## config.mk

```make
export PLATFORM = sky130hd
export DESIGN_NAME = running_median_filter_flat
export DESIGN_NICKNAME = d
export VERILOG_FILES = /design/src/hdl/rmf_pkg.sv /design/src/hdl/rmf_sample_if.sv /design/src/hdl/rmf_median_if.sv /design/src/hdl/rmf_cell.sv /design/src/hdl/running_median_filter.sv /design/src/flat_wrapper.sv
export SDC_FILE = /design/constraint.sdc
export NUM_CORES = 1
export LEC_CHECK = 0
export BUFFER_PORTS_ARGS = -buffer_cell sky130_fd_sc_hd__buf_2
export CAP_MARGIN = 10
export CORE_MARGIN = 3
export CORE_UTILIZATION = 40
export CTS_CLUSTER_SIZE = 24
export DETAILED_ROUTE_END_ITERATION = 6
export HOLD_SLACK_MARGIN = 0.02
export MAX_ROUTING_LAYER = met4
export PLACE_DENSITY = 0.65
export RECOVER_POWER = 50
export SYNTH_ARGS = -nofsm -noshare
export SYNTH_HDL_FRONTEND = slang
export SYNTH_HIERARCHICAL = 1
export SYNTH_SLANG_ARGS = --single-unit
```

## constraint.sdc

```tcl
create_clock -name clk_i -period 13.8 [get_ports clk_i]
set_clock_uncertainty 0.05 [all_clocks]
set_input_delay 0 -clock clk_i [delete_from_list [all_inputs] [get_ports clk_i]]
set_output_delay 0 -clock clk_i [all_outputs]
set_load 0.01 [all_outputs]
```

## src/hdl/rmf_pkg.sv

```systemverilog
package rmf_pkg;

  // Window length and the derived widths and indexes.
  localparam int WindowLen = 11;
  localparam int SampleW   = 8;
  localparam int AgeW      = $clog2(WindowLen);
  localparam int MedianIdx = WindowLen / 2;

  // Age of the oldest entry of a full window.
  localparam logic [AgeW-1:0] AgeMax = AgeW'(WindowLen - 1);

  // Contents of one cell of the sorted chain.
  typedef struct packed {
    logic               valid;
    logic [SampleW-1:0] value;
    logic [AgeW-1:0]    age;
  } cell_state_t;

  // Data that a cell hands to its right-hand neighbor in the same cycle.
  // dp: the entry being dropped sits at this cell or below it.
  // s:  the entry this cell holds once the dropped entry is squeezed out.
  // gt: s ranks above the new sample (an empty cell ranks above all).
  typedef struct packed {
    logic        dp;
    logic        gt;
    cell_state_t s;
  } cell_link_t;

endpackage

```

## src/hdl/rmf_sample_if.sv

```systemverilog
interface rmf_sample_if;
  import rmf_pkg::*;

  logic               valid;
  logic               ready;
  logic [SampleW-1:0] sample;

  modport source (output valid, output sample, input ready);
  modport sink (input valid, input sample, output ready);
endinterface

```

## src/hdl/rmf_median_if.sv

```systemverilog
interface rmf_median_if;
  import rmf_pkg::*;

  logic               valid;
  logic               ready;
  logic [SampleW-1:0] median;

  modport source (output valid, output median, input ready);
  modport sink (input valid, input median, output ready);
endinterface

```

## src/hdl/rmf_cell.sv

```systemverilog
module rmf_cell (
  input  logic                              clk_i,
  input  logic                              rst_ni,
  input  logic                              shift_en_i,
  input  logic [rmf_pkg::SampleW-1:0]       sample_i,
  input  rmf_pkg::cell_link_t               left_link_i,
  input  rmf_pkg::cell_state_t              right_state_i,
  output rmf_pkg::cell_state_t              state_o,
  output rmf_pkg::cell_state_t              state_next_o,
  output rmf_pkg::cell_link_t               link_o
);
  import rmf_pkg::*;

  logic        valid_q, valid_d;
  logic [SampleW-1:0] value_q, value_d;
  logic [AgeW-1:0]    age_q, age_d;
  cell_state_t own;
  cell_state_t squeezed;
  logic        drop_here;
  logic        drop_at_or_below;
  logic        squeezed_gt;

  assign own = '{valid: valid_q, value: value_q, age: age_q};

  // The oldest entry of a full window leaves on every new sample.
  assign drop_here        = valid_q && (age_q == AgeMax);
  assign drop_at_or_below = left_link_i.dp | drop_here;
  assign squeezed         = drop_at_or_below ? right_state_i : own;
  assign squeezed_gt      = !squeezed.valid || (squeezed.value > sample_i);

  assign link_o = '{dp: drop_at_or_below, gt: squeezed_gt, s: squeezed};

  // Keep the squeezed entry if it ranks at or below the new sample, take the
  // new sample if this is its slot, or else take the left neighbor's entry.
  always_comb begin
    if (!squeezed_gt) begin
      valid_d = squeezed.valid;
      value_d = squeezed.value;
      age_d   = squeezed.valid ? squeezed.age + AgeW'(1) : '0;
    end else if (!left_link_i.gt) begin
      valid_d = 1'b1;
      value_d = sample_i;
      age_d   = '0;
    end else begin
      valid_d = left_link_i.s.valid;
      value_d = left_link_i.s.value;
      age_d   = left_link_i.s.valid ? left_link_i.s.age + AgeW'(1) : '0;
    end
  end

  assign state_o      = own;
  assign state_next_o = '{valid: valid_d, value: value_d, age: age_d};

  always_ff @(posedge clk_i or negedge rst_ni) begin
    if (!rst_ni) begin
      valid_q <= 1'b0;
    end else if (shift_en_i) begin
      valid_q <= valid_d;
    end
  end

  always_ff @(posedge clk_i) begin
    if (shift_en_i) begin
      value_q <= value_d;
      age_q   <= age_d;
    end
  end

endmodule

```

## src/hdl/running_median_filter.sv

```systemverilog
// Running median filter over the newest WindowLen (default 11) unsigned 8-bit
// samples. Each sample transfer on in_i enters the window; once the window is
// full, every sample gives one transfer on out_o carrying the median (rank
// WindowLen/2 of the ascending window, the upper middle for an even length),
// with the sample just taken included. The first WindowLen-1 samples after
// reset give no result. The window is a chain of WindowLen cells kept in
// ascending order, each holding one sample and its age; on every sample the
// oldest entry drops out and the new one slots in, each cell deciding from
// its own contents and what its neighbors hand it. The result appears in the
// output register on the cycle after its transfer, and a new sample is taken
// every cycle while the output is free or being drained, so the sustained rate
// is one sample per clock. The limit on clock speed is the one-bit drop marker
// that ripples through the chain.
module running_median_filter (
  input  logic                 clk_i,
  input  logic                 rst_ni,
  rmf_sample_if.sink           in_i,
  rmf_median_if.source         out_o
);
  import rmf_pkg::*;

  cell_state_t                 cell_state [WindowLen];
  cell_state_t                 cell_next  [WindowLen];
  cell_state_t                 right_state [WindowLen];
  cell_link_t                  cell_link  [WindowLen];
  cell_link_t                  left_link  [WindowLen];
  logic                        accept;
  logic                        out_vld_q, out_vld_d;
  logic [SampleW-1:0]          median_q;

  // A new sample is taken whenever the output register is empty or its
  // result is being taken in this same cycle.
  assign in_i.ready = !out_vld_q || out_o.ready;
  assign accept     = in_i.valid && in_i.ready;

  // The chain boundaries: nothing is dropped or ranked below the first cell,
  // and an empty cell lies beyond the last one.
  assign left_link[0]              = '{dp: 1'b0, gt: 1'b0, s: '0};
  assign right_state[WindowLen-1]  = '{valid: 1'b0, value: '0, age: '0};

  for (genvar i = 0; i < WindowLen; i++) begin : g_cell
    if (i > 0) begin : g_left
      assign left_link[i] = cell_link[i-1];
    end
    if (i < WindowLen - 1) begin : g_right
      assign right_state[i] = cell_state[i+1];
    end

    rmf_cell u_cell (
      .clk_i        (clk_i),
      .rst_ni       (rst_ni),
      .shift_en_i   (accept),
      .sample_i     (in_i.sample),
      .left_link_i  (left_link[i]),
      .right_state_i(right_state[i]),
      .state_o      (cell_state[i]),
      .state_next_o (cell_next[i]),
      .link_o       (cell_link[i])
    );
  end

  // The window is full once the top cell holds a sample; the median then
  // sits in the middle cell of the updated chain.
  always_comb begin
    if (accept) begin
      out_vld_d = cell_next[WindowLen-1].valid;
    end else if (out_o.ready) begin
      out_vld_d = 1'b0;
    end else begin
      out_vld_d = out_vld_q;
    end
  end

  always_ff @(posedge clk_i or negedge rst_ni) begin
    if (!rst_ni) begin
      out_vld_q <= 1'b0;
    end else begin
      out_vld_q <= out_vld_d;
    end
  end

  always_ff @(posedge clk_i) begin
    if (accept) begin
      median_q <= cell_next[MedianIdx].value;
    end
  end

  assign out_o.valid  = out_vld_q;
  assign out_o.median = median_q;

`ifndef SYNTH
  logic [WindowLen-1:0] age_zero;
  logic [WindowLen-2:0] order_ok;
  logic [WindowLen-2:0] packed_ok;

  for (genvar j = 0; j < WindowLen; j++) begin : g_chk_age
    assign age_zero[j] = cell_state[j].valid && (cell_state[j].age == '0);
  end
  for (genvar j = 0; j < WindowLen - 1; j++) begin : g_chk_pair
    assign order_ok[j]  = !cell_state[j+1].valid ||
                          (cell_state[j].value <= cell_state[j+1].value);
    assign packed_ok[j] = !cell_state[j+1].valid || cell_state[j].valid;
  end

  // Occupied cells stay in ascending order.
  a_sorted: assert property (@(posedge clk_i) disable iff (!rst_ni) &order_ok)
    else $error("median chain out of order");

  // Occupied cells form one block starting at the bottom of the chain.
  a_packed: assert property (@(posedge clk_i) disable iff (!rst_ni) &packed_ok)
    else $error("gap among occupied cells");

  // After a sample, exactly one occupied cell holds the newest entry.
  a_newest: assert property (@(posedge clk_i) disable iff (!rst_ni)
    accept |=> $countones(age_zero) == 1)
    else $error("newest sample not unique in chain");

  // A result is only offered from a full window.
  a_full: assert property (@(posedge clk_i) disable iff (!rst_ni)
    out_vld_q |-> cell_state[WindowLen-1].valid)
    else $error("result offered before window filled");
`endif

endmodule
```

## src/flat_wrapper.sv

```systemverilog
// flat-port wrapper written by rule: the top's interface ports become plain ports
module running_median_filter_flat import rmf_pkg::*;
  (clk_i, rst_ni, in_i_valid, in_i_sample, in_i_ready, out_o_valid, out_o_median, out_o_ready);
  rmf_sample_if in_i_i ();
  rmf_median_if out_o_i ();
  input  logic clk_i;
  input  logic rst_ni;
  input wire logic [$bits(in_i_i.valid)-1:0] in_i_valid;
  input wire logic [$bits(in_i_i.sample)-1:0] in_i_sample;
  output wire logic [$bits(in_i_i.ready)-1:0] in_i_ready;
  output wire logic [$bits(out_o_i.valid)-1:0] out_o_valid;
  output wire logic [$bits(out_o_i.median)-1:0] out_o_median;
  input wire logic [$bits(out_o_i.ready)-1:0] out_o_ready;
  assign in_i_i.valid = in_i_valid;
  assign in_i_i.sample = in_i_sample;
  assign in_i_ready = in_i_i.ready;
  assign out_o_valid = out_o_i.valid;
  assign out_o_median = out_o_i.median;
  assign out_o_i.ready = out_o_ready;
  running_median_filter u_core (.clk_i(clk_i), .rst_ni(rst_ni), .in_i(in_i_i), .out_o(out_o_i));
endmodule
```

==> results.sh <==
export IMPL_drc_errors=0
export IMPL_clock_path_buffers=2
export IMPL_mostFrequentLayoutCells="165 x mux2_2, 140 x edfxtp_1, 132 x o21ai_0, 110 x ha_1, 101 x nand2_1"
export IMPL_mostFrequentLayoutCell="mux2_2"
export IMPL_detailroute_via_count=9748
export IMPL_relSlewSlack_pct=-176.9
export IMPL_diodes=0
export IMPL_critPathLaunch="u_core/g_cell[0].u_cell/age_q[1]"
export IMPL_std_cell_rows=65
export IMPL_grt_use_total_pct=18.36
export IMPL_antenna_found_initial=0
export IMPL_grt_overflow=0
export IMPL_cpMaxStageDelayCell="dlygate4sd3_1"
export IMPL_stdcell_count=1735
export IMPL_hpwl_um=22550
export IMPL_cts_root_buf="clkbuf_16"
export IMPL_clkLatencyLatePin_ns=0.44
export IMPL_gp_congestion=0.8994
export IMPL_worstHoldPathType="primary input to primary output"
export IMPL_num_io_pins=22
export IMPL_cp_data_arrival_time_ns=8.38
export IMPL_worstSetupPathType="register to register"
export IMPL_setup_viol=0
export IMPL_portBuffers=21
export IMPL_utilization_pct=43.97
export IMPL_finalMaxSlewViolations=167
export IMPL_die_area_mm2=0.03520
export IMPL_tritoncts="yes"
export IMPL_end_kind="register"
export IMPL_syn_area_mm2=0.01320
export IMPL_ant_nets=0
export IMPL_cap_violations=3
export IMPL_cts_buffers=17
export IMPL_worstPathMaxFanout=21
export IMPL_grt_pass1_wl_um=51340
export IMPL_min_period_ns=8.116
export IMPL_post_route_period_util_pct=58.82
export IMPL_timing_rr_start="u_core/g_cell[0].u_cell/age_q[1]"
export IMPL_initial_core_util_pct=41.18
export IMPL_die_w_um=187.6
export IMPL_final_area_mm2=0.01409
export IMPL_dp_cells=1700
export IMPL_layout_drive_gt1_share_pct=20.23
export IMPL_fmax_mhz=123.2
export IMPL_htreeDepth=4
export IMPL_hold_start="out_o_ready"
export IMPL_cp_required_ns=14.07
export IMPL_tightest_slew_ns=4.154
export IMPL_die_h_um=187.6
export IMPL_synth_warnings=6
export IMPL_slowest_delay_ns=0.54
export IMPL_finalHoldViolations=0
export IMPL_wl_per_cell_um=18.38
export IMPL_avgSynthCellArea_um2=10.34
export IMPL_post_cts_resized=0
export IMPL_syn_to_final_growth_pct=6.780
export IMPL_clkTransAtPathRegs_ns=0.07
export IMPL_status="finished with violations"
export IMPL_wl_um=31900
export IMPL_final_setup_tns_ns=0
export IMPL_synthCells=1276
export IMPL_drt_first_pass_iters=5
export IMPL_vias_per_cell=5.618
export IMPL_violations="max-capacitance violations, max-slew violations"
export IMPL_grt_max_degree=77
export IMPL_cts_sinks=152
export IMPL_post_dp_cell_area_mm2=0.01352
export IMPL_core_area_mm2=0.03204
export IMPL_grt_pass1_vias=9477
export IMPL_rsz0062_at_grt="false"
export IMPL_start_kind="register"
export IMPL_first_iter_violations=791
export IMPL_fin_nets=1409
==> what timing repair did <==
action,in CTS,in global routing
hold buffers,3,0
buffers inserted,0,0
hold endpoints to repair,13,0
==> critical path: cells and delay by family, from the launching register on <==
family | cells | cell delay [ns]
buffers and inverters | 12 | 2.89
AOI/OAI and AO/OA | 12 | 2.63
and+or+nand+nor | 6 | 1.28
DFF | 1 | 0.43
muxes | 1 | 0.36
adders and majority gates | 1 | 0.31
==> layer usage <==
metal / GRT usage, % / wire length (um) / vias to the layer above
met4: 4.387 / 483 / 0
met3: 2.000 / 1233 / 34
met5: - / 0 / -
met2: 27.86 / 14180 / 251
met1: 26.38 / 16000 / 4755
li1: - / - / 4708
==> metrics by stage <==
stage	hold WS [ns]	worst slack [ns]
4_1_cts	0.07184	5.765
3_5_place_dp	-0.01684	6.274
2_1_floorplan	-0.3456	5.168
6_report	0.2830	5.684
5_1_grt	0.3171	5.179
3_3_place_gp	-0.01365	6.606
==> registers in the layout, summed over array words and instances (netlist names) <==
register / count
u_core/g_cell.u_cell/valid_q: 11
u_core/g_cell.u_cell/value_q: 88
u_core/out_o.median: 8
u_core/out_o.valid: 1
u_core/g_cell.u_cell/age_q: 44
==> cell type report <==
| cell class | instances | area, um2 |
|---|---|---|
| clock buffers | 18 | 429.2 |
| clock inverters | 14 | 140.1 |
| fillers | 3096 | 17950 |
| inverters | 108 | 405.4 |
| multi-input cells | 982 | 7938 |
| flip-flops and latches | 152 | 4504 |
| well taps | 435 | 544.3 |
| repair buffers | 26 | 128.9 |
==> final timing paths <==
path	end	slack [ns]	cells past startpoint
worst max-delay path	u_core/out_o.valid	5.68	32
worst max register to register	u_core/out_o.valid	5.68	32
max in group asynchronous	u_core/g_cell[9].u_cell/valid_q	12.53	2
worst min register to register	u_core/g_cell[0].u_cell/valid_q	0.55	1
worst min-delay path	in_i_ready	0.28	3
min in group asynchronous	u_core/g_cell[10].u_cell/valid_q	0.36	2
Power is not shown: default switching activity piles up to over one toggle a cycle in this logic, so the estimate is an artifact.
